$ cat config.mk
export PLATFORM = sky130hd
export DESIGN_NAME = lpht_ram
export DESIGN_NICKNAME = d
export VERILOG_FILES = /design/src/linear_probe_hash_table_top_macros.svh /design/src/lpht_ram.sv
export SDC_FILE = /design/constraint.sdc
export NUM_CORES = 1
export LEC_CHECK = 0
export BUFFER_PORTS_ARGS = -buffer_cell sky130_fd_sc_hd__clkbuf_2
export CAP_MARGIN = 10
export CORE_MARGIN = 5
export CORE_UTILIZATION = 60
export CTS_CLUSTER_DIAMETER = 40
export DETAILED_ROUTE_END_ITERATION = 8
export PLACE_DENSITY = 0.74
export SYNTH_ARGS = -nofsm -noshare
export SYNTH_HDL_FRONTEND = slang
export SYNTH_SLANG_ARGS = --single-unit
$ cat constraint.sdc
create_clock -name clk -period 1.9 [get_ports clk]
set_input_delay 0.19 -clock clk [delete_from_list [all_inputs] [get_ports clk]]
set_output_delay 0.19 -clock clk [all_outputs]
set_load 0.02 [all_outputs]
$ cat src/linear_probe_hash_table_top_macros.svh
// Assertion macros shared by the hash table RTL.
`ifndef LINEAR_PROBE_HASH_TABLE_TOP_MACROS_SVH
`define LINEAR_PROBE_HASH_TABLE_TOP_MACROS_SVH

// Same-cycle implication, sampled on clk, off during rst.
`define LPHT_ASSERT_NOW(lbl, ante, cons, msg) \
  lbl: assert property (@(posedge clk) disable iff (rst) (ante) |-> (cons)) \
    else $error(msg);

// Next-cycle implication, sampled on clk, off during rst.
`define LPHT_ASSERT_NEXT(lbl, ante, cons, msg) \
  lbl: assert property (@(posedge clk) disable iff (rst) (ante) |=> (cons)) \
    else $error(msg);

`endif

$ cat src/lpht_ram.sv
// Generic single-write, single-read RAM with registered read data.
`timescale 1ns / 1ps

module lpht_ram #(
  parameter int WIDTH = 8,
  parameter int DEPTH = 16
) (
  input  logic                     clk,
  input  logic                     wr_en,
  input  logic [$clog2(DEPTH)-1:0] wr_addr,
  input  logic [WIDTH-1:0]         wr_data,
  input  logic [$clog2(DEPTH)-1:0] rd_addr,
  output logic [WIDTH-1:0]         rd_data
);

  logic [WIDTH-1:0] mem [DEPTH];

  // Write port
  always_ff @(posedge clk) begin
    if (wr_en) mem[wr_addr] <= wr_data;
  end

  // Registered read port
  always_ff @(posedge clk) begin
    rd_data <= mem[rd_addr];
  end

endmodule

After elaboration in Yosys (flattened, before gate mapping)
Memories as Yosys holds them, arrays and structs flattened. A register that Yosys moved wholly into a read port is not among the register bits.
Index checks and enable logic that the tools add are counted.
{ "totals": {"output_inout_bits": 8, "ram_bits": 128, "register_bits": 0, "mem_count": 1} }
{ "classes": {"mux": 2} }
{ "mem_list": {"columns": ["memory", "words", "width", "read_ports", "rd_clocked_by_memory_dff", "write_ports", "line_no", "source"], "rows": [
  ["mem", 16, 8, 1, 1, 1, "lpht_ram.sv:16", "logic [WIDTH-1:0] mem [DEPTH];"]
]} }
{ "op_table": {"columns": ["operator", "count"], "rows": [
  ["1-bit two-way mux", 2]
]} }

Longest topological paths before layout
Gate-level depths: netlist of the first run.
{ "logic_depth": {"word_depth": 2, "ltp_mapped": 5, "mapped_depth_nobuf": 3} }

Worst setup path before layout of the first run
OpenSTA, ideal clock, no wires.
{ "synth_path": {"path_type": "input to register", "from": "input wr_addr[2]", "to": "memory mem[0][0], enable pin", "required_ns": 1.517, "arrival_time_ns": 1.300, "slack_ns": 0.217, "stages": 2, "path_cell_list": "or3b_2 -> nor3_1"} }
{ "synth_lines": {"columns": ["element", "line_no", "source"], "rows": [
  ["start: declaration", "lpht_ram.sv:10", "input logic [$clog2(DEPTH)-1:0] wr_addr,"],
  ["end: declaration", "lpht_ram.sv:16", null]
]} }
Straight into the memory's write port.

==> results of run 1 <==
-- per-layer routing --
metal | vias to the layer above | routed length [um] | global-route usage (%)
li1 | 1086 | - | -
met1 | 1287 | 3864 | 29.46
met2 | 128 | 5427 | 36.54
met3 | 13 | 1045 | 7.578
met4 | 0 | 150 | 7.366
met5 | - | 0 | 0
-- kinds of logic after synthesis --
kind of cell | after synthesis
AOI/OAI and AO/OA | 16
and+or+nand+nor | 35
DFF | 136
muxes | 32
buffers and inverters | 10
-- registers in the layout, summed over array words and instances, names as in the netlist --
name,cells
mem,128
rd_data,8
-- placed cells by master (no fill, tap or decap), types with 8 or more instances in the layout --
| master | count |
|---|---|
| sky130_fd_sc_hd__mux4_2 | 18 |
| sky130_fd_sc_hd__mux4_1 | 14 |
| sky130_fd_sc_hd__dfxtp_1 | 8 |
| sky130_fd_sc_hd__buf_4 | 23 |
| sky130_fd_sc_hd__nand2_1 | 9 |
| sky130_fd_sc_hd__clkbuf_2 | 25 |
| sky130_fd_sc_hd__a22oi_1 | 16 |
| sky130_fd_sc_hd__clkbuf_16 | 16 |
| sky130_fd_sc_hd__nor2_1 | 13 |
| sky130_fd_sc_hd__edfxtp_1 | 128 |
-- cell type report --
type,count,area (um^2)
multi-input cells,83,1057
fillers,449,2186
repair buffers,48,297.8
clock buffers,19,421.7
clock inverters,13,201.4
flip-flops and latches,136,4004
well taps,105,131.4
-- through the flow --
step | util, % | hold slack [ns] | total power [mW] | setup WS (ns)
2_1_floorplan | - | 0.2889 | 3.626 | 0.2171
3_3_place_gp | 66.15 | 0.5895 | 3.753 | 0.2209
3_5_place_dp | 66.15 | 0.6051 | 3.765 | 0.2213
4_1_cts | 73.66 | 0.05957 | 7.220 | 0.4704
5_1_grt | 73.66 | 0.09173 | 7.397 | 0.4061
6_report | 73.66 | 0.08446 | 7.161 | 0.4695
-- worst register-to-register path, stage by stage (launching register included) --
cell and delay [ns]:
sky130_fd_sc_hd__edfxtp_1 0.39, sky130_fd_sc_hd__mux4_1 0.53, sky130_fd_sc_hd__a22oi_1 0.30, sky130_fd_sc_hd__nand2_1 0.08
-- path summary, 6_finish.rpt --
kind / to / slack [ns] / cells past startpoint
setup / recovery: rd_data[5]$_DFF_P_ / 0.47 / 3
hold / removal: mem[11][4]$_DFFE_PP_ / 0.08 / 1
setup reg to reg: rd_data[5]$_DFF_P_ / 0.47 / 3
hold reg to reg: rd_data[2]$_DFF_P_ / 0.69 / 3
-- power by group through the flow --
stage / clock network [mW] / logic [mW] / registers [mW]
after floorplan: 0 / 0.170 / 3.46
after global placement: 0 / 0.316 / 3.44
after detailed placement: 0 / 0.325 / 3.44
after CTS: 3.51 / 0.331 / 3.38
after global routing: 3.66 / 0.355 / 3.38
final: 3.45 / 0.329 / 3.38
==> results.md, run 1 <==
- The run finished with clean final reports.
- The first routing iteration left 220 violations.
- CTS built an H-tree with a depth of 4.
- The cell family contributing the most delay on the critical path is multiplexers.
- The placed standard-cell area is 0.005490 mm^2.
- The sum of net half-perimeters after detailed placement is 6198 um.
- Summed over all failing endpoints, the final setup total negative slack is 0 ns.
- The weighted congestion reported at the end of routability-driven placement is ~0.76.
- The pin count of the biggest net entering global routing is 19.
- The number of different library cells in the post-synthesis netlist is 19.
- After synthesis the netlist holds a flip-flop and latch count of 136.
- After synthesis, flip-flops and latches occupy 77.78% of the total area.
- The root buffer cell chosen for the clock tree is sky130_fd_sc_hd__clkbuf_8.
- Of all nets on the critical path, the largest fanout is 1.
- The type of the worst setup path is reg2reg.
- The net count of the mapped netlist is around 250.
- The final layout contains routed wiring with a total length of between 10000 and 15000 um.
- The CTS clock-pin slew for the worst setup and hold paths is 0.06 ns.
- The via count normalized by instance count is 6.223.
- After the last flow step, the layout net total stands at 304.
- The number of setup buffers added after CTS is 0.
- The floorplan has 33 rows.
- The final worst clock skew is 0.01619 ns.
- In the synthesized netlist, the number of instances is 229.
- STA classifies the critical path startpoint as a flop.
- Once the floorplan was initialized, standard cells occupied about 62% of the core.
- Walking the worst path, the cells encountered are mux4_1 -> a22oi_1 -> nand2_1.
- The count of cells in the finished layout, fillers not included, comes to 404.
- The worst pin sits at a relative slew slack of 72.92%.
- In this run, post-CTS hold repair placed 0 buffers.
- The die covers ~0.011 mm^2.
- The final count of pins violating max slew is 0.
- The signed area change from the synthesized netlist to the final layout is 18.77%.
- Including well taps, the total number of placed cells is around 370.
- The share of total power consumed by net switching is between 10% and 20%.
- After Yosys synthesis, XOR and XNOR cells account for 0% of the synthesized area.
- In this run the horizontal extent of the chip is 102.6 um.
- The count of vias placed by the detailed router is 2514.
- The beginning of the worst hold path is wr_data[4].
- The final cell area excluding filler cells is 0.006113 mm^2.
- The count of boundary I/O pins is 26.
- The floorplan step set the die height to 102.6 um.
- The proportion of power drawn by flip-flops and latches is approximately 47%.
- For this run, asynchronously set or reset flops after synthesis account for 0%.
- The part of the total power dissipated in combinational logic is 4.6%.
- The mux share of post-synthesis cell area is 15.02%.
- Summing the areas of all compound-gate instances in the mapped netlist gives 2.333% of the synthesized area.
- The mapped cell area is 0.005147 mm^2.
- Post-CTS repair changed the size of 0 cells.
- The biggest area contributor in the post-synthesis netlist is sky130_fd_sc_hd__edfxtp_1.
- The total global-route track usage is 22.64%.
- The average routed wire per standard cell is approximately 26 um.
- The largest family of logic cells by synthesized area is multiplexers.
- The max capacitance violation total is 0.
- The slew at the pin closest to its max-slew limit is just over 0.4 ns.
- The via count of the first global-routing pass was between 2k and 3k.
- By area the synthesized netlist is led by sky130_fd_sc_hd__edfxtp_1 75%, sky130_fd_sc_hd__mux4_2 7.9%, sky130_fd_sc_hd__mux4_1 7.1%.
- The global route total overflow is 0.
- The area share of and/or/nand/nor cells after synthesis is 3.184%.
- The number of warnings printed during yosys synthesis is 0.
- The count of buffers inserted at the top-level ports is 25.
- In this run the critical register-to-register path is launched from mem[1][5]$_DFFE_PP_.
- The synthesized design contains between 100 and 150 enable-type register cells.
- The data arrival at the endpoint of the critical path is 1.83 ns.
- The total CTS buffers is 17.
- The type of the most critical hold path is in2reg.
- Counting along the longest clock path gives a buffer depth of 2.
- STA classifies the critical path endpoint as a flop.
- The peak clock frequency supported by timing is between 600 and 700 MHz.
- In the routed design, unresolved DRC markers number 0.
- For this design the ratio of total power to cell area is 1171 mW/mm^2.
- The detail route stage leaves a number of antenna-violating nets equal to 0.
- For the worst-skew pair, the clock arrives at the later sink with an insertion delay of approximately 0.52 ns.
- The critical path contains buffers and inverters numbering 0 combined.
- The maximum vdd ir drop is 578.5 uV.
- Data on the critical path is required at its endpoint by between 2 and 2.5 ns.
- The share of post-route cells with drive strength above 1 is 32.11%.
- The clock net in this run drives a total of 136 sinks.
- Of the total synthesized cell area, the portion taken by full adders, half adders and majority gates is 0%.
- Summed over all nets, the switching power comes to 1.415 mW.
- The detailed-router iteration count before antenna repair is 4.
- The worst setup path startpoint is mem[1][5]$_DFFE_PP_.
- TritonCTS built the clock tree.
- The first global-routing pass estimated 16120 um of wire.
- The number of antenna violations at the first check in global routing was 0.
- The cell with the biggest individual delay on the critical path is sky130_fd_sc_hd__mux4_1.
- The smallest clock period supported by the final layout is computed as 1.431 ns.
- The internal cell power is 5.746 mW.
- The final hold violation count is 0.
- The top cell type by area accounts for 74.67% of the synthesized area.
- The largest single stage delay on the critical path is 0.53 ns.
- The core region is 0.008299 mm^2.
- The mean instance size in the synthesized netlist is 22.48 um^2.
- Setup violations remaining at the end of the flow were counted as 0.
- Counting instances in the post-synthesis netlist gives the leading cell types as 128 x sky130_fd_sc_hd__edfxtp_1, 18 x sky130_fd_sc_hd__mux4_2, 16 x sky130_fd_sc_hd__a22oi_1, 14 x sky130_fd_sc_hd__mux4_1, 13 x sky130_fd_sc_hd__nor2_1.
- The leading cell type by number of instances after synthesis is sky130_fd_sc_hd__edfxtp_1.
- Setup repair after global routing left no endpoint under its margin.
- The share of power burned in the clock network is 48.2%.
- The standby leakage power is 2.118 nW.
- In the synthesized netlist the dominant register cell turns out to be sky130_fd_sc_hd__edfxtp_1.
- The final period utilization is 75.29%.
- 0 antenna diodes ended up in the layout.
Note: power is estimated with default switching activity, not from simulation.
==> run 2, diff against run 1 <==
CORE_UTILIZATION = 54   (was 60)
PLACE_DENSITY = 0.7   (was 0.74)
clock period = 1.2 ns   (was 1.9 ns; I/O delays follow)
==> results.md, run 2 (same netlist as run 1, synthesis figures left out) <==
- The flow ran to the end, but the final reports show violations.
- The final reports fail on negative setup slack.
- The final period utilization is 108.0%.
- For this run, the detailed router's first-pass iteration total came to 4.
- STA classifies the critical path endpoint as a flop.
- The final non-filler cell total is between 400 and 500.
- The global route total overflow is 0.
- The die footprint is 0.01159 mm^2.
- The count of boundary I/O pins is 26.
- The total CTS buffers is 17.
- The number of cells in the design after placement is roughly 410.
- The max capacitance violation total is 0.
- CTS saw 136 sinks.
- TritonCTS built the clock tree.
- Across the VDD grid, the largest voltage drop is 1185 uV.
- The CTS clock-pin slew for the worst setup and hold paths is 0.06 ns.
- The placeable core area is between 0.009 and 0.01 mm^2.
- The final hold violation count is 0.
- Cells fill just under 70% of the core in the end.
- The slew at the pin closest to its max-slew limit is 0.9271 ns.
- For this run, design rule violations remaining after detail routing come to 0.
- Setup violations remaining at the end of the flow were counted as 8.
- The total global-route track usage is 18.93%.
- The required time of the critical path is around 1.6 ns.
- The peak clock frequency supported by timing is 771.3 MHz.
- The net count of the finished layout is 317.
- The die extent in x is 107.6 um.
- The root buffer cell is sky130_fd_sc_hd__clkbuf_8.
- After detailed routing, the number of vias per cell comes to 5.596.
- The number of antenna violations at the first check in global routing is 0.
- STA puts the critical path data arrival time at 1.69 ns.
- The final antenna-violating net count is 0.
- CTS built an H-tree with a depth of 4.
- The final count of pins violating max slew is 0.
- Clock skew on the completed layout was measured at 0.01123 ns.
- The signed area change from the synthesized netlist to the final layout is 21.61%.
- The global-route wire length before repair is 15460 um.
- The count of buffers inserted at the top-level ports is 25.
- For this configuration, the core starts out at a cell density of 55.44%.
- The type of the worst setup path is reg2reg.
- The smallest setup slack after layout is -0.09658 ns.
- The launching element type of the critical path is a flop.
- The clock period minus worst slack is 1.297 ns.
- Setup repair after global routing could not meet its margin everywhere.
- The violation count after the first detailed-routing iteration is 257.
- In the final layout, the share of cells above drive strength 1 is 43.27%.
- The pin count of the biggest net entering global routing is 19.
- Overall power consumption after layout is estimated at 10.71 mW.
- The largest registers in the layout are mem x128, rd_data x8.
- In the layout the commonest cells are 128 x sky130_fd_sc_hd__edfxtp_1, 31 x sky130_fd_sc_hd__mux4_2, 31 x sky130_fd_sc_hd__buf_4.
- The via count of the first global-routing pass is 2695.
- The power density over cell area is 1710 mW/mm^2.
- The die extent in y is roughly 110 um.
- The number of diodes added for antenna fixing is 0.
- The tightest min-delay check is of the in2reg type.
- For the worst-skew pair, the clock arrives at the later sink with an insertion delay of between 0.5 and 0.6 ns.
- Routability-driven placement finished with a final weighted congestion of 0.7634.
- The average routed wire per standard cell is 22.09 um.
- The maximum fanout along the worst path is 1.
- The most frequent standard cell in the layout excluding fill and tap cells is sky130_fd_sc_hd__edfxtp_1.
- The sum of net half-perimeters after detailed placement is 6482 um.
- The clock passes through at most 2 buffers.
- The overall routed net length is 9742 um.
- The number of standard-cell rows in the floorplan is 35.
- The standby leakage power is 2.123 nW.
- The number of flip-flops in the largest register is 128.
- The largest register by flop count is mem.
- The count of vias placed by the detailed router is between 2k and 2.5k.
- Headroom to the max-slew limit came out at 38.07%.
run 2: cell types whose count changed in the layout (fill, tap and decap cells not counted), sizes merged:
cell / previous run / this run
bufinv: 5 / 2
clkinvlp: 2 / 3
buf: 23 / 37
clkbuf: 44 / 47
clkinv: 5 / 4
inv: 1 / 0
run 2: final cells by class:
type	instances	area [um^2]
clock buffer	23	446.7
clock inverter	9	101.3
fill	630	3024
multi-input combinational	83	1085
sequential	136	4005
tap	129	161.4
timing repair buffer	61	460.4
run 2: path summary, 6_finish.rpt:
| kind | from | to | slack (ns) | cells past startpoint |
|---|---|---|---|---|
| setup / recovery | mem[3][0]$_DFFE_PP_ | rd_data[0]$_DFF_P_ | -0.1 | 3 |
| hold / removal | wr_data[6] | mem[1][6]$_DFFE_PP_ | 0.04 | 1 |
| setup reg to reg | mem[3][0]$_DFFE_PP_ | rd_data[0]$_DFF_P_ | -0.1 | 3 |
| hold reg to reg | mem[14][4]$_DFFE_PP_ | rd_data[4]$_DFF_P_ | 0.68 | 3 |
run 2: through the flow:
step                TNS (ns)  worst slack, ns  hold WS, ns  instance area [um^2]
floorplan            -0.3531         -0.05633       0.2189                  5187
global placement      -5.101          -0.3326       0.5291                  5702
detailed placement    -7.951          -0.4311       0.5443                  5702
CTS                  -0.4434          -0.1029      0.02247                  6257
global route         -0.7475          -0.1260      0.04488                  6260
finish               -0.3593         -0.09658      0.03644                  6260
run 2: critical path, stage by stage (launching register included):
cell	delay [ns]
sky130_fd_sc_hd__edfxtp_1	0.37
sky130_fd_sc_hd__mux4_2	0.49
sky130_fd_sc_hd__a22oi_2	0.23
sky130_fd_sc_hd__nand2_1	0.09
run 2: timing repair:
item	CTS	global route
hold buffers	0	0
gates resized for setup	16	4
buffers inserted	0	0
endpoints found under the setup margin	9	10
pin swaps	7	0
run 2: metal layers:
metal	track usage, %	up-vias	wire [um]
met1	26.60	1276	4322
li1	-	1103	-
met5	0	-	0
met4	6.041	0	106
met2	28.73	81	4783
met3	5.759	8	530
run 2: power by group:
group,internal (mW),leakage (nW),switching (mW)
Clock,2.99,0.259,1.77
Sequential,5.31,1.22,0.0345
Combinational,0.265,0.640,0.336
Total,8.57,2.12,2.14
